==> src/sv/rle_pkg.sv <==
// Package of the RGB LED effect engine: types, codes, constants and the
// shared scaling helpers. No dependencies.
package rle_pkg;

    localparam int TIME_BITS_DEF = 32;
    localparam int TIME_IN_W     = 32;
    localparam int COLOR_W       = 24;
    localparam int CH_W          = 8;
    localparam int PERIOD_W      = 16;
    localparam int PCT_W         = 7;
    localparam int CFG_IDX_W     = 3;
    localparam int CFG_DATA_W    = 24;

    // ramp and timing constants
    localparam logic [7:0]  PULSE_STEP       = 8'd10;
    localparam logic [7:0]  PULSE_TOP        = 8'd245;
    localparam logic [7:0]  PULSE_BOT        = 8'd20;
    localparam logic [7:0]  PULSE_FLOOR      = 8'd10;
    localparam logic [15:0] PULSE_INTERVAL   = 16'd20;
    localparam logic [7:0]  BREATHE_STEP     = 8'd4;
    localparam logic [7:0]  BREATHE_TOP      = 8'd251;
    localparam logic [7:0]  BREATHE_BOT      = 8'd24;
    localparam logic [7:0]  BREATHE_FLOOR    = 8'd20;
    localparam logic [15:0] BREATHE_INTERVAL = 16'd30;
    localparam logic [15:0] UPD_INTERVAL     = 16'd50;
    localparam logic [7:0]  RAMP_MAX         = 8'hFF;
    localparam logic [7:0]  LEVEL_DEFAULT    = 8'd128;
    localparam logic [23:0] UPD_COLOR        = 24'hFF00FF;
    localparam logic [6:0]  PCT_MAX          = 7'd100;
    localparam logic [15:0] FAST_DEFAULT     = 16'd100;
    localparam logic [15:0] SLOW_DEFAULT     = 16'd500;
    // 2^19 / 100, rounded up; exact quotient for dividends up to 25500
    localparam logic [12:0] RECIP_100        = 13'd5243;
    // mode code with no effect; a write of it is dropped
    localparam logic [2:0]  MODE_RSVD        = 3'd7;

    typedef enum logic [2:0] {
        MODE_OFF     = 3'd0,
        MODE_ON      = 3'd1,
        MODE_FAST    = 3'd2,
        MODE_SLOW    = 3'd3,
        MODE_PULSE   = 3'd4,
        MODE_BREATHE = 3'd5,
        MODE_UPDATE  = 3'd6
    } mode_t;

    typedef enum logic [2:0] {
        CFG_MODE   = 3'd0,
        CFG_COLOR  = 3'd1,
        CFG_BRIGHT = 3'd2,
        CFG_FAST   = 3'd3,
        CFG_SLOW   = 3'd4
    } cfg_idx_t;

    typedef enum logic [2:0] {
        ST_IDLE,
        ST_DECIDE,
        ST_SCALE,
        ST_MUL_R,
        ST_MUL_G,
        ST_MUL_B,
        ST_PUSH
    } state_t;

    typedef enum logic [2:0] {
        MUL_NONE,
        MUL_LVL,
        MUL_RED,
        MUL_GRN,
        MUL_BLU
    } mul_sel_t;

    typedef struct packed {
        logic     capture;
        logic     decide;
        mul_sel_t mul_sel;
        logic     push;
    } rle_cmd_t;

    typedef struct packed {
        logic emit;
        logic ramp;
        logic out_free;
    } rle_sts_t;

    // v*l/255 for 8-bit operands, exact over the whole 16-bit product range
    function automatic logic [7:0] scale255(input logic [7:0] v, input logic [7:0] l);
        logic [15:0] p;
        logic [16:0] s;
        begin
            p = {8'd0, v} * {8'd0, l};
            s = {1'b0, p} + {9'd0, p[15:8]} + 17'd1;
            return s[15:8];
        end
    endfunction

    // percent*255/100 with saturation at 100 percent
    function automatic logic [7:0] level_from_pct(input logic [6:0] pct);
        logic [6:0]  p;
        logic [14:0] x;
        logic [27:0] q;
        begin
            p = (pct > PCT_MAX) ? PCT_MAX : pct;
            x = {8'd0, p} * 15'd255;
            q = {13'd0, x} * {15'd0, RECIP_100};
            return q[26:19];
        end
    endfunction

endpackage

==> src/sv/rle_if.sv <==
// Channel interfaces of the RGB LED effect engine: tick input, LED result
// output and configuration write. Depends on rle_pkg.
interface rle_time_if import rle_pkg::*; ();
    logic                 valid;
    logic                 ready;
    logic [TIME_IN_W-1:0] time_ms;
    modport source (output valid, output time_ms, input ready);
    modport sink   (input valid, input time_ms, output ready);
endinterface

interface rle_rgb_if import rle_pkg::*; ();
    logic            valid;
    logic            ready;
    logic [CH_W-1:0] red;
    logic [CH_W-1:0] green;
    logic [CH_W-1:0] blue;
    modport source (output valid, output red, output green, output blue, input ready);
    modport sink   (input valid, input red, input green, input blue, output ready);
endinterface

interface rle_cfg_if import rle_pkg::*; ();
    logic                  valid;
    logic                  ready;
    logic [CFG_IDX_W-1:0]  idx;
    logic [CFG_DATA_W-1:0] data;
    modport source (output valid, output idx, output data, input ready);
    modport sink   (input valid, input idx, input data, output ready);
endinterface

==> src/sv/rle_ctrl.sv <==
// Sequencer of the effect engine: walks one tick request through decide,
// ramp scaling, three channel multiplies and the output push. Uses rle_pkg.
module rle_ctrl import rle_pkg::*;
(
    input  logic     clk,
    input  logic     rst_n,
    input  logic     in_valid,
    output logic     in_ready,
    input  rle_sts_t sts,
    output rle_cmd_t cmd
);

    state_t state_reg, state_next;

    always_ff @(posedge clk or negedge rst_n)
    begin
        if (!rst_n)
            state_reg <= ST_IDLE;
        else
            state_reg <= state_next;
    end

    always_comb
    begin
        state_next = state_reg;
        unique case (state_reg)
            ST_IDLE:   if (in_valid) state_next = ST_DECIDE;
            ST_DECIDE:
            begin
                priority if (!sts.emit) state_next = ST_IDLE;
                else if (sts.ramp)      state_next = ST_SCALE;
                else                    state_next = ST_MUL_R;
            end
            ST_SCALE:  state_next = ST_MUL_R;
            ST_MUL_R:  state_next = ST_MUL_G;
            ST_MUL_G:  state_next = ST_MUL_B;
            ST_MUL_B:  state_next = ST_PUSH;
            ST_PUSH:   if (sts.out_free) state_next = ST_IDLE;
            default:   state_next = ST_IDLE;
        endcase
    end

    always_comb
    begin
        in_ready    = 1'b0;
        cmd.capture = 1'b0;
        cmd.decide  = 1'b0;
        cmd.mul_sel = MUL_NONE;
        cmd.push    = 1'b0;
        unique case (state_reg)
            ST_IDLE:
            begin
                in_ready    = 1'b1;
                cmd.capture = in_valid;
            end
            ST_DECIDE: cmd.decide  = 1'b1;
            ST_SCALE:  cmd.mul_sel = MUL_LVL;
            ST_MUL_R:  cmd.mul_sel = MUL_RED;
            ST_MUL_G:  cmd.mul_sel = MUL_GRN;
            ST_MUL_B:  cmd.mul_sel = MUL_BLU;
            ST_PUSH:   cmd.push    = 1'b1;
            default:   in_ready    = 1'b0;
        endcase
    end

    a_accept_to_decide: assert property (@(posedge clk) disable iff (!rst_n)
        in_valid && in_ready |=> state_reg == ST_DECIDE)
        else $error("accepted request did not move to decide");

    a_push_holds: assert property (@(posedge clk) disable iff (!rst_n)
        state_reg == ST_PUSH && !sts.out_free |=> state_reg == ST_PUSH)
        else $error("result dropped while output slot busy");

    a_no_emit_idle: assert property (@(posedge clk) disable iff (!rst_n)
        state_reg == ST_DECIDE && !sts.emit |=> state_reg == ST_IDLE)
        else $error("silent tick did not return to idle");

endmodule

==> src/sv/rle_dp.sv <==
// Datapath of the effect engine: configuration registers, effect state,
// shared 8x8 scale-by-level unit and the output register. Uses rle_pkg.
module rle_dp import rle_pkg::*;
#(
    parameter int TIME_BITS = TIME_BITS_DEF
)
(
    input  logic                  clk,
    input  logic                  rst_n,
    input  logic [TIME_IN_W-1:0]  time_ms,
    input  logic                  cfg_we,
    input  logic [CFG_IDX_W-1:0]  cfg_idx,
    input  logic [CFG_DATA_W-1:0] cfg_data,
    input  rle_cmd_t              cmd,
    output rle_sts_t              sts,
    input  logic                  out_ready,
    output logic                  out_valid,
    output logic [CH_W-1:0]       out_red,
    output logic [CH_W-1:0]       out_green,
    output logic [CH_W-1:0]       out_blue
);

    mode_t                mode_reg, mode_next;
    logic [COLOR_W-1:0]   color_reg, color_next;
    logic [PERIOD_W-1:0]  fast_reg, fast_next;
    logic [PERIOD_W-1:0]  slow_reg, slow_next;
    logic [7:0]           level_reg, level_next;
    logic [TIME_BITS-1:0] last_reg, last_next;
    logic [TIME_BITS-1:0] now_reg, now_next;
    logic                 lit_reg, lit_next;
    logic [7:0]           ramp_reg, ramp_next;
    logic                 rising_reg, rising_next;
    logic                 refresh_reg, refresh_next;
    logic                 out_valid_reg, out_valid_next;

    logic [COLOR_W-1:0]   op_color_reg, op_color_next;
    logic [7:0]           op_level_reg, op_level_next;
    logic [CH_W-1:0]      r_reg, r_next, g_reg, g_next, b_reg, b_next;
    logic [CH_W-1:0]      ored_reg, ogrn_reg, oblu_reg;

    logic [TIME_BITS-1:0] elapsed;
    logic [PERIOD_W-1:0]  interval;
    logic                 due;
    logic                 timed;
    logic                 emit;
    logic                 is_ramp;
    logic                 lit_new;
    logic [7:0]           ramp_new;
    logic                 rising_new;
    logic [7:0]           step, top_th, bot_th, floor_v;
    logic [2:0]           cfg_mode;
    logic [7:0]           mul_a, mul_b, mul_q;
    logic                 out_free;

    // decision for the captured tick
    always_comb
    begin
        elapsed = now_reg - last_reg;
        timed   = 1'b0;
        is_ramp = 1'b0;
        unique case (mode_reg)
            MODE_FAST:    begin interval = fast_reg;         timed = 1'b1; end
            MODE_SLOW:    begin interval = slow_reg;         timed = 1'b1; end
            MODE_UPDATE:  begin interval = UPD_INTERVAL;     timed = 1'b1; end
            MODE_PULSE:   begin interval = PULSE_INTERVAL;   is_ramp = 1'b1; end
            MODE_BREATHE: begin interval = BREATHE_INTERVAL; is_ramp = 1'b1; end
            default:      interval = '0;
        endcase
        due = (elapsed >= TIME_BITS'(interval));
        priority if (timed || is_ramp) emit = due;
        else if (mode_reg == MODE_OFF || mode_reg == MODE_ON) emit = refresh_reg;
        else emit = 1'b0;
        lit_new = !lit_reg;

        if (mode_reg == MODE_BREATHE)
        begin
            step = BREATHE_STEP; top_th = BREATHE_TOP;
            bot_th = BREATHE_BOT; floor_v = BREATHE_FLOOR;
        end
        else
        begin
            step = PULSE_STEP; top_th = PULSE_TOP;
            bot_th = PULSE_BOT; floor_v = PULSE_FLOOR;
        end
        priority if (rising_reg && ramp_reg >= top_th)
        begin
            ramp_new = RAMP_MAX; rising_new = 1'b0;
        end
        else if (rising_reg)
        begin
            ramp_new = ramp_reg + step; rising_new = 1'b1;
        end
        else if (ramp_reg <= bot_th)
        begin
            ramp_new = floor_v; rising_new = 1'b1;
        end
        else
        begin
            ramp_new = ramp_reg - step; rising_new = 1'b0;
        end
    end

    // shared scaling unit
    always_comb
    begin
        unique case (cmd.mul_sel)
            MUL_LVL: begin mul_a = ramp_reg;            mul_b = level_reg;    end
            MUL_RED: begin mul_a = op_color_reg[23:16]; mul_b = op_level_reg; end
            MUL_GRN: begin mul_a = op_color_reg[15:8];  mul_b = op_level_reg; end
            MUL_BLU: begin mul_a = op_color_reg[7:0];   mul_b = op_level_reg; end
            default: begin mul_a = '0;                  mul_b = '0;           end
        endcase
        mul_q = scale255(mul_a, mul_b);
    end

    assign out_free = !out_valid_reg || out_ready;
    assign cfg_mode = cfg_data[2:0];

    always_comb
    begin
        mode_next      = mode_reg;
        color_next     = color_reg;
        fast_next      = fast_reg;
        slow_next      = slow_reg;
        level_next     = level_reg;
        last_next      = last_reg;
        now_next       = now_reg;
        lit_next       = lit_reg;
        ramp_next      = ramp_reg;
        rising_next    = rising_reg;
        refresh_next   = refresh_reg;
        out_valid_next = out_valid_reg;
        op_color_next  = op_color_reg;
        op_level_next  = op_level_reg;
        r_next         = r_reg;
        g_next         = g_reg;
        b_next         = b_reg;

        if (cfg_we)
        begin
            unique case (cfg_idx)
                CFG_MODE:
                begin
                    // mode code seven and rewrites of the current mode do nothing
                    if (cfg_mode != MODE_RSVD && cfg_mode != mode_reg)
                    begin
                        mode_next    = mode_t'(cfg_mode);
                        last_next    = '0;
                        lit_next     = 1'b0;
                        refresh_next = 1'b1;
                        if (mode_t'(cfg_mode) == MODE_BREATHE)
                        begin
                            ramp_next   = RAMP_MAX;
                            rising_next = 1'b0;
                        end
                        else
                        begin
                            ramp_next   = '0;
                            rising_next = 1'b1;
                        end
                        if (level_reg == '0 && mode_t'(cfg_mode) != MODE_OFF)
                            level_next = LEVEL_DEFAULT;
                    end
                end
                CFG_COLOR:
                begin
                    color_next   = cfg_data[COLOR_W-1:0];
                    refresh_next = 1'b1;
                end
                CFG_BRIGHT:
                begin
                    level_next   = level_from_pct(cfg_data[PCT_W-1:0]);
                    refresh_next = 1'b1;
                end
                CFG_FAST: fast_next = cfg_data[PERIOD_W-1:0];
                CFG_SLOW: slow_next = cfg_data[PERIOD_W-1:0];
                default:  refresh_next = refresh_reg;
            endcase
        end

        if (cmd.capture)
            now_next = TIME_BITS'(time_ms);

        if (cmd.decide && emit)
        begin
            op_level_next = level_reg;
            if (mode_reg == MODE_OFF || mode_reg == MODE_ON)
            begin
                refresh_next  = 1'b0;
                op_color_next = (mode_reg == MODE_ON) ? color_reg : '0;
            end
            else if (timed)
            begin
                lit_next  = lit_new;
                last_next = now_reg;
                priority if (!lit_new)             op_color_next = '0;
                else if (mode_reg == MODE_UPDATE)  op_color_next = UPD_COLOR;
                else                               op_color_next = color_reg;
            end
            else
            begin
                ramp_next     = ramp_new;
                rising_next   = rising_new;
                last_next     = now_reg;
                op_color_next = color_reg;
            end
        end

        unique case (cmd.mul_sel)
            MUL_LVL: op_level_next = mul_q;
            MUL_RED: r_next = mul_q;
            MUL_GRN: g_next = mul_q;
            MUL_BLU: b_next = mul_q;
            default: r_next = r_reg;
        endcase

        if (out_valid_reg && out_ready)
            out_valid_next = 1'b0;
        if (cmd.push && out_free)
            out_valid_next = 1'b1;
    end

    always_ff @(posedge clk or negedge rst_n)
    begin
        if (!rst_n)
        begin
            mode_reg      <= MODE_OFF;
            color_reg     <= '0;
            fast_reg      <= FAST_DEFAULT;
            slow_reg      <= SLOW_DEFAULT;
            level_reg     <= LEVEL_DEFAULT;
            last_reg      <= '0;
            now_reg       <= '0;
            lit_reg       <= 1'b0;
            ramp_reg      <= '0;
            rising_reg    <= 1'b1;
            refresh_reg   <= 1'b1;
            out_valid_reg <= 1'b0;
        end
        else
        begin
            mode_reg      <= mode_next;
            color_reg     <= color_next;
            fast_reg      <= fast_next;
            slow_reg      <= slow_next;
            level_reg     <= level_next;
            last_reg      <= last_next;
            now_reg       <= now_next;
            lit_reg       <= lit_next;
            ramp_reg      <= ramp_next;
            rising_reg    <= rising_next;
            refresh_reg   <= refresh_next;
            out_valid_reg <= out_valid_next;
        end
    end

    always_ff @(posedge clk)
    begin
        op_color_reg <= op_color_next;
        op_level_reg <= op_level_next;
        r_reg        <= r_next;
        g_reg        <= g_next;
        b_reg        <= b_next;
        if (cmd.push && out_free)
        begin
            ored_reg <= r_reg;
            ogrn_reg <= g_reg;
            oblu_reg <= b_reg;
        end
    end

    assign sts.emit     = emit;
    assign sts.ramp     = is_ramp;
    assign sts.out_free = out_free;
    assign out_valid    = out_valid_reg;
    assign out_red      = ored_reg;
    assign out_green    = ogrn_reg;
    assign out_blue     = oblu_reg;

    a_push_loads: assert property (@(posedge clk) disable iff (!rst_n)
        cmd.push && out_free |=> out_valid_reg)
        else $error("push did not load the output register");

    a_capture_time: assert property (@(posedge clk) disable iff (!rst_n)
        cmd.capture |=> now_reg == $past(TIME_BITS'(time_ms)))
        else $error("tick time not captured");

    a_toggle_restarts: assert property (@(posedge clk) disable iff (!rst_n)
        cmd.decide && emit && (timed || is_ramp) |=> last_reg == $past(now_reg))
        else $error("toggle time not updated on an emitted step");

endmodule

==> src/sv/rgb_led_effect_engine_top.sv <==
// Top level of the RGB LED effect engine: ties the sequencer and datapath to
// the tick, LED and configuration channels. Uses rle_pkg, rle_if, rle_ctrl, rle_dp.
//
// Usage: one request on tick carries the current millisecond time stamp.
// Depending on the mode in effect, it yields zero or one result on led with
// the scaled red, green and blue drive values. Off and on modes answer only
// after a colour, brightness or mode write; blink, pulse and breathe modes
// answer once their interval has elapsed since the last step.
// Configuration writes on cfg (index 0 mode, 1 colour, 2 brightness percent,
// 3 fast period, 4 slow period) are always taken and belong in idle time.
// Sequence: a tick is taken in idle, decided in the next cycle; a result is
// then scaled by the level per colour channel and loaded into the output
// register at the push step (pulse and breathe scale the ramp by the level
// first). The shared 8x8 scale-by-level unit, used once per colour channel,
// sets this order: a new tick is taken only after the last one is through.
// A stalled receiver keeps the result in the output register; the next tick
// is still taken and waits at the push step until the register frees.
// Reset restores the register defaults (level 128, refresh pending) at once.
module rgb_led_effect_engine_top import rle_pkg::*;
#(
    parameter int TIME_BITS = TIME_BITS_DEF
)
(
    input logic          clk,
    input logic          rst_n,
    rle_time_if.sink     tick,
    rle_rgb_if.source    led,
    rle_cfg_if.sink      cfg
);

    rle_cmd_t cmd;
    rle_sts_t sts;

    assign cfg.ready = 1'b1;

    rle_ctrl u_ctrl (
        .clk      (clk),
        .rst_n    (rst_n),
        .in_valid (tick.valid),
        .in_ready (tick.ready),
        .sts      (sts),
        .cmd      (cmd)
    );

    rle_dp #(
        .TIME_BITS (TIME_BITS)
    ) u_dp (
        .clk       (clk),
        .rst_n     (rst_n),
        .time_ms   (tick.time_ms),
        .cfg_we    (cfg.valid && cfg.ready),
        .cfg_idx   (cfg.idx),
        .cfg_data  (cfg.data),
        .cmd       (cmd),
        .sts       (sts),
        .out_ready (led.ready),
        .out_valid (led.valid),
        .out_red   (led.red),
        .out_green (led.green),
        .out_blue  (led.blue)
    );

endmodule
==> src/flat_wrapper.sv <==
// flat-port wrapper written by rule: the top's interface ports become plain ports
module rgb_led_effect_engine_top_flat import rle_pkg::*;
#(
    parameter int TIME_BITS = TIME_BITS_DEF
)
  (clk, rst_n, tick_valid, tick_time_ms, tick_ready, led_valid, led_red, led_green, led_blue, led_ready, cfg_valid, cfg_idx, cfg_data, cfg_ready);
  rle_time_if tick_i ();
  rle_rgb_if led_i ();
  rle_cfg_if cfg_i ();
  input logic clk;
  input logic rst_n;
  input wire logic [$bits(tick_i.valid)-1:0] tick_valid;
  input wire logic [$bits(tick_i.time_ms)-1:0] tick_time_ms;
  output wire logic [$bits(tick_i.ready)-1:0] tick_ready;
  output wire logic [$bits(led_i.valid)-1:0] led_valid;
  output wire logic [$bits(led_i.red)-1:0] led_red;
  output wire logic [$bits(led_i.green)-1:0] led_green;
  output wire logic [$bits(led_i.blue)-1:0] led_blue;
  input wire logic [$bits(led_i.ready)-1:0] led_ready;
  input wire logic [$bits(cfg_i.valid)-1:0] cfg_valid;
  input wire logic [$bits(cfg_i.idx)-1:0] cfg_idx;
  input wire logic [$bits(cfg_i.data)-1:0] cfg_data;
  output wire logic [$bits(cfg_i.ready)-1:0] cfg_ready;
  assign tick_i.valid = tick_valid;
  assign tick_i.time_ms = tick_time_ms;
  assign tick_ready = tick_i.ready;
  assign led_valid = led_i.valid;
  assign led_red = led_i.red;
  assign led_green = led_i.green;
  assign led_blue = led_i.blue;
  assign led_i.ready = led_ready;
  assign cfg_i.valid = cfg_valid;
  assign cfg_i.idx = cfg_idx;
  assign cfg_i.data = cfg_data;
  assign cfg_ready = cfg_i.ready;
  rgb_led_effect_engine_top #(.TIME_BITS(TIME_BITS)) u_core (.clk(clk), .rst_n(rst_n), .tick(tick_i), .led(led_i), .cfg(cfg_i));
endmodule
==> config.mk <==
export PLATFORM = sky130hd
export DESIGN_NAME = rgb_led_effect_engine_top_flat
export DESIGN_NICKNAME = d
export VERILOG_FILES = /design/src/sv/rle_pkg.sv /design/src/sv/rle_if.sv /design/src/sv/rle_ctrl.sv /design/src/sv/rle_dp.sv /design/src/sv/rgb_led_effect_engine_top.sv /design/src/flat_wrapper.sv
export SDC_FILE = /design/constraint.sdc
export NUM_CORES = 1
export LEC_CHECK = 0
export BUFFER_PORTS_ARGS = -buffer_cell sky130_fd_sc_hd__buf_2
export CAP_MARGIN = 20
export CORE_ASPECT_RATIO = 0.8
export CORE_MARGIN = 4
export CORE_UTILIZATION = 45
export DETAILED_ROUTE_END_ITERATION = 10
export PLACE_DENSITY_LB_ADDON = 0.08
export SYNTH_ARGS = -nofsm -noshare
export SYNTH_HDL_FRONTEND = slang
export SYNTH_SLANG_ARGS = --single-unit
==> constraint.sdc <==
create_clock -name clk -period 7 [get_ports clk]
set_input_delay 0 -clock clk [delete_from_list [all_inputs] [get_ports clk]]
set_output_delay 0 -clock clk [all_outputs]
set_load 0.03 [all_outputs]
# Word-level counts from Yosys, hierarchy flattened

Index checks and enable logic that the tools add are counted.

Bits in registers: 226
Input port bits: 64
Output and inout bits: 27
Logic and storage cells: 159

Reduce and logical (&&, ||, !) cells: 29
Equality and inequality tests: 27
Multipliers: 3
Add/subtract/negate cells: 5
Order comparisons: 4
Muxes and demuxes: 70

Operators with widths:

| kind                                                                   | number |
|---|---|
| 32-bit 2-to-1 mux                                                      | 5 |
| 24-bit 2-to-1 mux                                                      | 5 |
| 8-bit 2-to-1 mux                                                       | 14 |
| 16-bit case mux with 5 select lines                                    | 1 |
| 32-bit by 16-bit >= comparator with 1-bit output                       | 1 |
| 8-bit case mux with 2 select lines                                     | 2 |
| 8-bit case mux with 4 select lines                                     | 1 |
| 32-bit subtractor                                                      | 1 |
| 1-bit 2-to-1 mux                                                       | 31 |
| 3-bit == test (second input constant)                                  | 9 |
| 15-bit by 13-bit multiplier with 27-bit output (second input constant) | 1 |
| 3-bit by 2-bit == test with 1-bit output (second input constant)       | 8 |
| 3-bit case mux with 7 select lines                                     | 1 |
| 16-bit by 1-bit adder with 16-bit output (second input constant)       | 1 |
| 16-bit by 8-bit adder with 16-bit output                               | 1 |
| 8-bit by 8-bit multiplier with 16-bit output                           | 1 |
| 7-bit by 8-bit multiplier with 15-bit output (second input constant)   | 1 |
| 3-bit by 1-bit == test with 1-bit output (second input constant)       | 4 |
| 4-bit 2-to-1 mux                                                       | 3 |
| 3-bit case mux with 4 select lines                                     | 1 |
| 3-bit logical NOT                                                      | 3 |
| 8-bit adder                                                            | 1 |
| 8-bit >= comparator                                                    | 1 |
| 8-bit less-or-equal comparator                                         | 1 |
| 21 further kinds                                                       | 40 |

# Longest topological paths before layout

Depth after elaboration: 9
Depth in mapped cells: 40
Depth with buffers taken out: 39

# Cells and area by module

Synthesis repeated with hierarchy kept, for this count alone.

Cells, all modules: 1967
Area total of the unflattened synthesis: 19244.7 µm²

By module, submodules not included:

| module                    | sequential area each (µm²) | area an instance (µm²) | instances | cells each |
|---|---|---|---|---|
| rle_dp                    | 5995.8                     | 18934.4                | 1         | 1928 |
| rle_ctrl                  | 75.1                       | 299.0                  | 1         | 37 |
| rgb_led_effect_engine_top | 0.0                        | 11.3                   | 1         | 2 |

# Least setup slack after synthesis

OpenSTA, ideal clock, no wires.

Path type: input to register
Start: in cfg_data[2]
End: reg u_core.u_dp.level_reg[6]
Setup time: 0.127 ns
Arrival: 8.797 ns
Required time: 6.873 ns
Path slack: -1.924 ns
Path buffers: 1
Cell stages on the path: 40
Path through: clkbuf_1 > inv_1 > a21o_1 > nand2_1 > inv_1 > fa_1 > inv_1 > fa_1 > inv_1 > fa_1 > inv_1 > fa_1 > inv_1 > ha_1 > a21oi_1 > nor2b_1 > o21a_1 > o31a_1 > [4 not listed] > fa_1 > fa_1 > inv_1 > fa_1 > inv_1 > fa_1 > inv_1 > ha_1 > a21o_1 > a21o_1 > a21o_1 > a21oi_1 > o2111ai_1 > a31oi_1 > nand2b_1 > a21oi_1 > xor2_1 > o21ai_0

Word-level cells in the longest chain between the ends: 5
Elaborated cells on any way between the ends: 13
Classes of those cells: mul: 2; order compare: 1; eq/ne: 4; mux: 2; reduce/logical: 4

Ends and longest elaborated chain:

| what                                           | RTL line           | source |
|---|---|---|
| start, declared                                | flat_wrapper.sv:22 | `input wire logic [$bits(cfg_i.data)-1:0] cfg_data;` |
| 7-bit greater-than comparator                  | rle_pkg.sv:103     | `p = (pct > PCT_MAX) ? PCT_MAX : pct;` |
| 7-bit 2-to-1 mux                               | rle_pkg.sv:103     |  |
| 7-bit by 8-bit multiplier with 15-bit output   | rle_pkg.sv:104     | `x = {8'd0, p} * 15'd255;` |
| 15-bit by 13-bit multiplier with 27-bit output | rle_pkg.sv:105     | `q = {13'd0, x} * {15'd0, RECIP_100};` |
| 8-bit case mux with 2 select lines             | rle_dp.sv:141      | `unique case (cfg_idx)` |
| end signal, assigned                           | rle_dp.sv:246      | `level_reg <= level_next;` |
| end, declared                                  | rle_dp.sv:27       | `logic [7:0] level_reg, level_next;` |

Parallel ways exist; a longest one is shown, timed or not.
A chain may end at the register's enable or synchronous reset.

# Worst setup path in the final report

Start: in cfg_data[4]
End: reg u_core.u_dp.level_reg[5]

Word-level cells in the longest chain between the ends: 5

Ends and longest elaborated chain:

| what                                             | RTL line |
|---|---|
| 7-bit greater-than comparator                    | rle_pkg.sv:103 |
| 7-bit 2-to-1 mux *                               | rle_pkg.sv:103 |
| 7-bit by 8-bit multiplier with 15-bit output *   | rle_pkg.sv:104 |
| 15-bit by 13-bit multiplier with 27-bit output * | rle_pkg.sv:105 |
| 8-bit case mux with 2 select lines *             | rle_dp.sv:141 |

Every way passes the cells marked *; elsewhere a longest branch is shown, timed or not.

==> flow_metrics.env <==
export IMPL_core_area_mm2=0.0421
export IMPL_synth_compound_area_frac=0.134
export IMPL_synth_top_family_by_area="adder cells"
export IMPL_setup_violations=8
export IMPL_max_stage_delay_ps=540
export IMPL_vias=15045
export IMPL_layout_cells_non_filler=2878
export IMPL_synth_nets=2352
export IMPL_violations="negative setup slack"
export IMPL_io_buffers=89
export IMPL_final_common_cell="inv_1"
export IMPL_min_period_over_period=1.11
export IMPL_wl_per_cell_um=16.9
export IMPL_final_cell_mix="inv_1 (274), buf_4 (232), ha_1 (218)"
export IMPL_first_iter_violations=933
export IMPL_drc=0
export IMPL_place_hpwl_mm=38.4
export IMPL_drive_gt1_frac=0.267
export IMPL_yosys_area_share_adder=0.271
export IMPL_critPathCaptureType="flip-flop"
export IMPL_cts_sinks=226
export IMPL_antenna_found_initial=0
export IMPL_grt_use_total=0.214
export IMPL_yosysUniqueCellTypes=81
export IMPL_clk_pin_slew_worst_paths_ps=70
export IMPL_cp_top_family="adder cells"
export IMPL_first_pass_iters=5
export IMPL_via_per_inst=5.23
export IMPL_grt_pass1_wl_mm=80.0
export IMPL_grt_max_degree=76
export IMPL_synthMuxAreaShare=0.0686
export IMPL_ys_flop_type="dfrtp_1"
export IMPL_utilization=0.579
export IMPL_diodes=0
export IMPL_fin_area_mm2=0.0244
export IMPL_period_minus_slack_ps=7740
export IMPL_cts_tree="done"
export IMPL_synthCells=1941
export IMPL_critical_path_required_ps=7430
export IMPL_worst_pin_slew_ps=1090
export IMPL_ys_ff_latch=226
export IMPL_slew_viol_final=0
export IMPL_dp_cells=2739
export IMPL_rows=67
export IMPL_dpl_cell_area_mm2=0.0219
export IMPL_clockBufferDepth=3
export IMPL_die_y_um=193
export IMPL_synth_xor_area_share=0.0333
export IMPL_hold_viol=0
export IMPL_finClkSkew_ps=39.5
export IMPL_synth_edf_count=80
export IMPL_ys_warnings_count=0
export IMPL_fp_dieW_um=239
export IMPL_die_area_mm2=0.0461
export IMPL_status="finished with violations"
export IMPL_finalNetCount=2720
export IMPL_cp_startpoint="cfg_data[4]"
export IMPL_crit_top_cell="fa_1"
export IMPL_cp_start_kind="input port"
export IMPL_rr_startpoint="u_core.u_ctrl.state_reg[1]$_DFFE_PN0P_"
export IMPL_synth_async_reset_ratio=0.646
export IMPL_worst_slack_ps=-743
export IMPL_synth_simple_area_share=0.105
export IMPL_cts_inserted_buffers=24
export IMPL_hp_class="in -> async"
export IMPL_cp_max_fo=4
export IMPL_arrival_ps=8170
export IMPL_wirelength_mm=48.7
export IMPL_grt_overflow_total=0
export IMPL_seq_area_frac_synth=0.316
export IMPL_htree_levels=1
export IMPL_start_util=0.457
export IMPL_cts_root_buf="clkbuf_16"
export IMPL_slew_headroom=0.271
export IMPL_cp_num_buf_inv=9
export IMPL_ant_nets=0
export IMPL_place_congestion=0.916
export IMPL_insertion_delay_ps=550
export IMPL_cp_slowest_cell="fa_1"
export IMPL_crit_type="in -> reg"
export IMPL_fmax_mhz=129
export IMPL_grt_pass1_vias=15285
export IMPL_drv_cap=0
export IMPL_io_pins=91
export IMPL_netlist_area_mm2=0.0192
export IMPL_rsz0062_at_grt="yes"
export IMPL_syn_area_per_cell_um2=9.91
export IMPL_syn2layout_area_growth_pct=26.7
[routing by layer]
metal	vias up	GRT usage	wire, um
met1	7330	0.324	24700
met4	0	0.0304	624
met5	-	0	0
li1	7386	-	-
met3	44	0.0301	2270
met2	285	0.334	21000
[synth_stat cells (all sizes together), types with 12 or more instances]
| master | count | area [um2] |
|---|---|---|
| mux2 | 75 | 848 |
| and2 | 22 | 138 |
| nand2 | 193 | 727 |
| xor2 | 33 | 289 |
| dfrtp | 134 | 3350 |
| fa | 115 | 2300 |
| nor3 | 30 | 155 |
| dfstp | 12 | 315 |
| clkbuf | 51 | 193 |
| a22o | 15 | 131 |
| a22oi | 16 | 120 |
| o21a | 21 | 158 |
| edfxtp | 80 | 2400 |
| o211ai | 12 | 90.1 |
| nor2b | 13 | 81.3 |
| o21ai | 81 | 405 |
| xnor2 | 40 | 350 |
| nand3 | 23 | 128 |
| nand2b | 17 | 106 |
| a21o | 49 | 368 |
| inv | 292 | 1100 |
| nor2 | 86 | 323 |
| a21oi | 98 | 502 |
| buf | 12 | 109 |
| ha | 232 | 2900 |
| mux2i | 47 | 470 |
[logic make-up after synthesis]
logic type / after synthesis
buffers and inverters: 355
adder cells (fa/ha/maj): 347
AO/OA/AOI/OAI: 383
other: 1
multiplexers: 122
XOR/XNOR: 73
AND/OR/NAND/NOR: 434
flip-flops: 226
[area by class of cell]
class                      instances  area (um2)
clock buffer                      30         674
clock inverter                    13         170
fill                            3685       17700
inverter                         292        1100
multi-input combinational       1360       12500
sequential                       226        6070
tap                              552         691
timing repair buffer             405        3110
[final timing paths]
path	end	slack (ps)	cells past startpoint
max in group asynchronous	u_core.u_dp.slow_reg[12]$_DFFE_PN0P_	5490	3
min reg2reg	u_core.u_dp.out_green[2]$_DFFE_PP_	420	0
max	u_core.u_dp.level_reg[5]$_DFFE_PN0P_	-740	37
max reg2reg	u_core.u_dp.op_level_reg[7]$_DFFE_PP_	100	32
min in group clk	u_core.u_dp.mode_reg[1]$_DFFE_PN0P_	60	3
min	u_core.u_dp.now_reg[31]$_DFFE_PN0P_	40	2
[per-stage QoR]
step	hold slack (ps)	TNS [ps]	setup slack [ps]
2_1_floorplan	-296	-9140	-1390
3_3_place_gp	73.1	-14510	-1430
3_5_place_dp	92.7	-17150	-1610
4_1_cts	45.5	-4270	-645
5_1_grt	50.0	-8700	-1120
6_report	39.6	-5190	-743
[worst register-to-register path: cells and delay by family, from the launching register on]
kind / cells / cell delay (ps)
xor+xnor: 2 / 270
flops: 1 / 420
buf+inv: 6 / 590
mux: 1 / 260
compound gates: 9 / 1890
simple gates: 8 / 1160
fa+ha+maj: 6 / 2070
[what timing repair did]
action	4_1_cts	5_1_grt
pin swaps	28	37
gates cloned	0	0
hold buffers	63	0
endpoints found under the hold margin	168	0
endpoints found under the setup margin	33	40
resized for setup	69	84
setup buffers	12	21
Power is left out: the tool's default activity adds up to more than one toggle a clock period on the data nets, which glitch-free logic cannot reach.
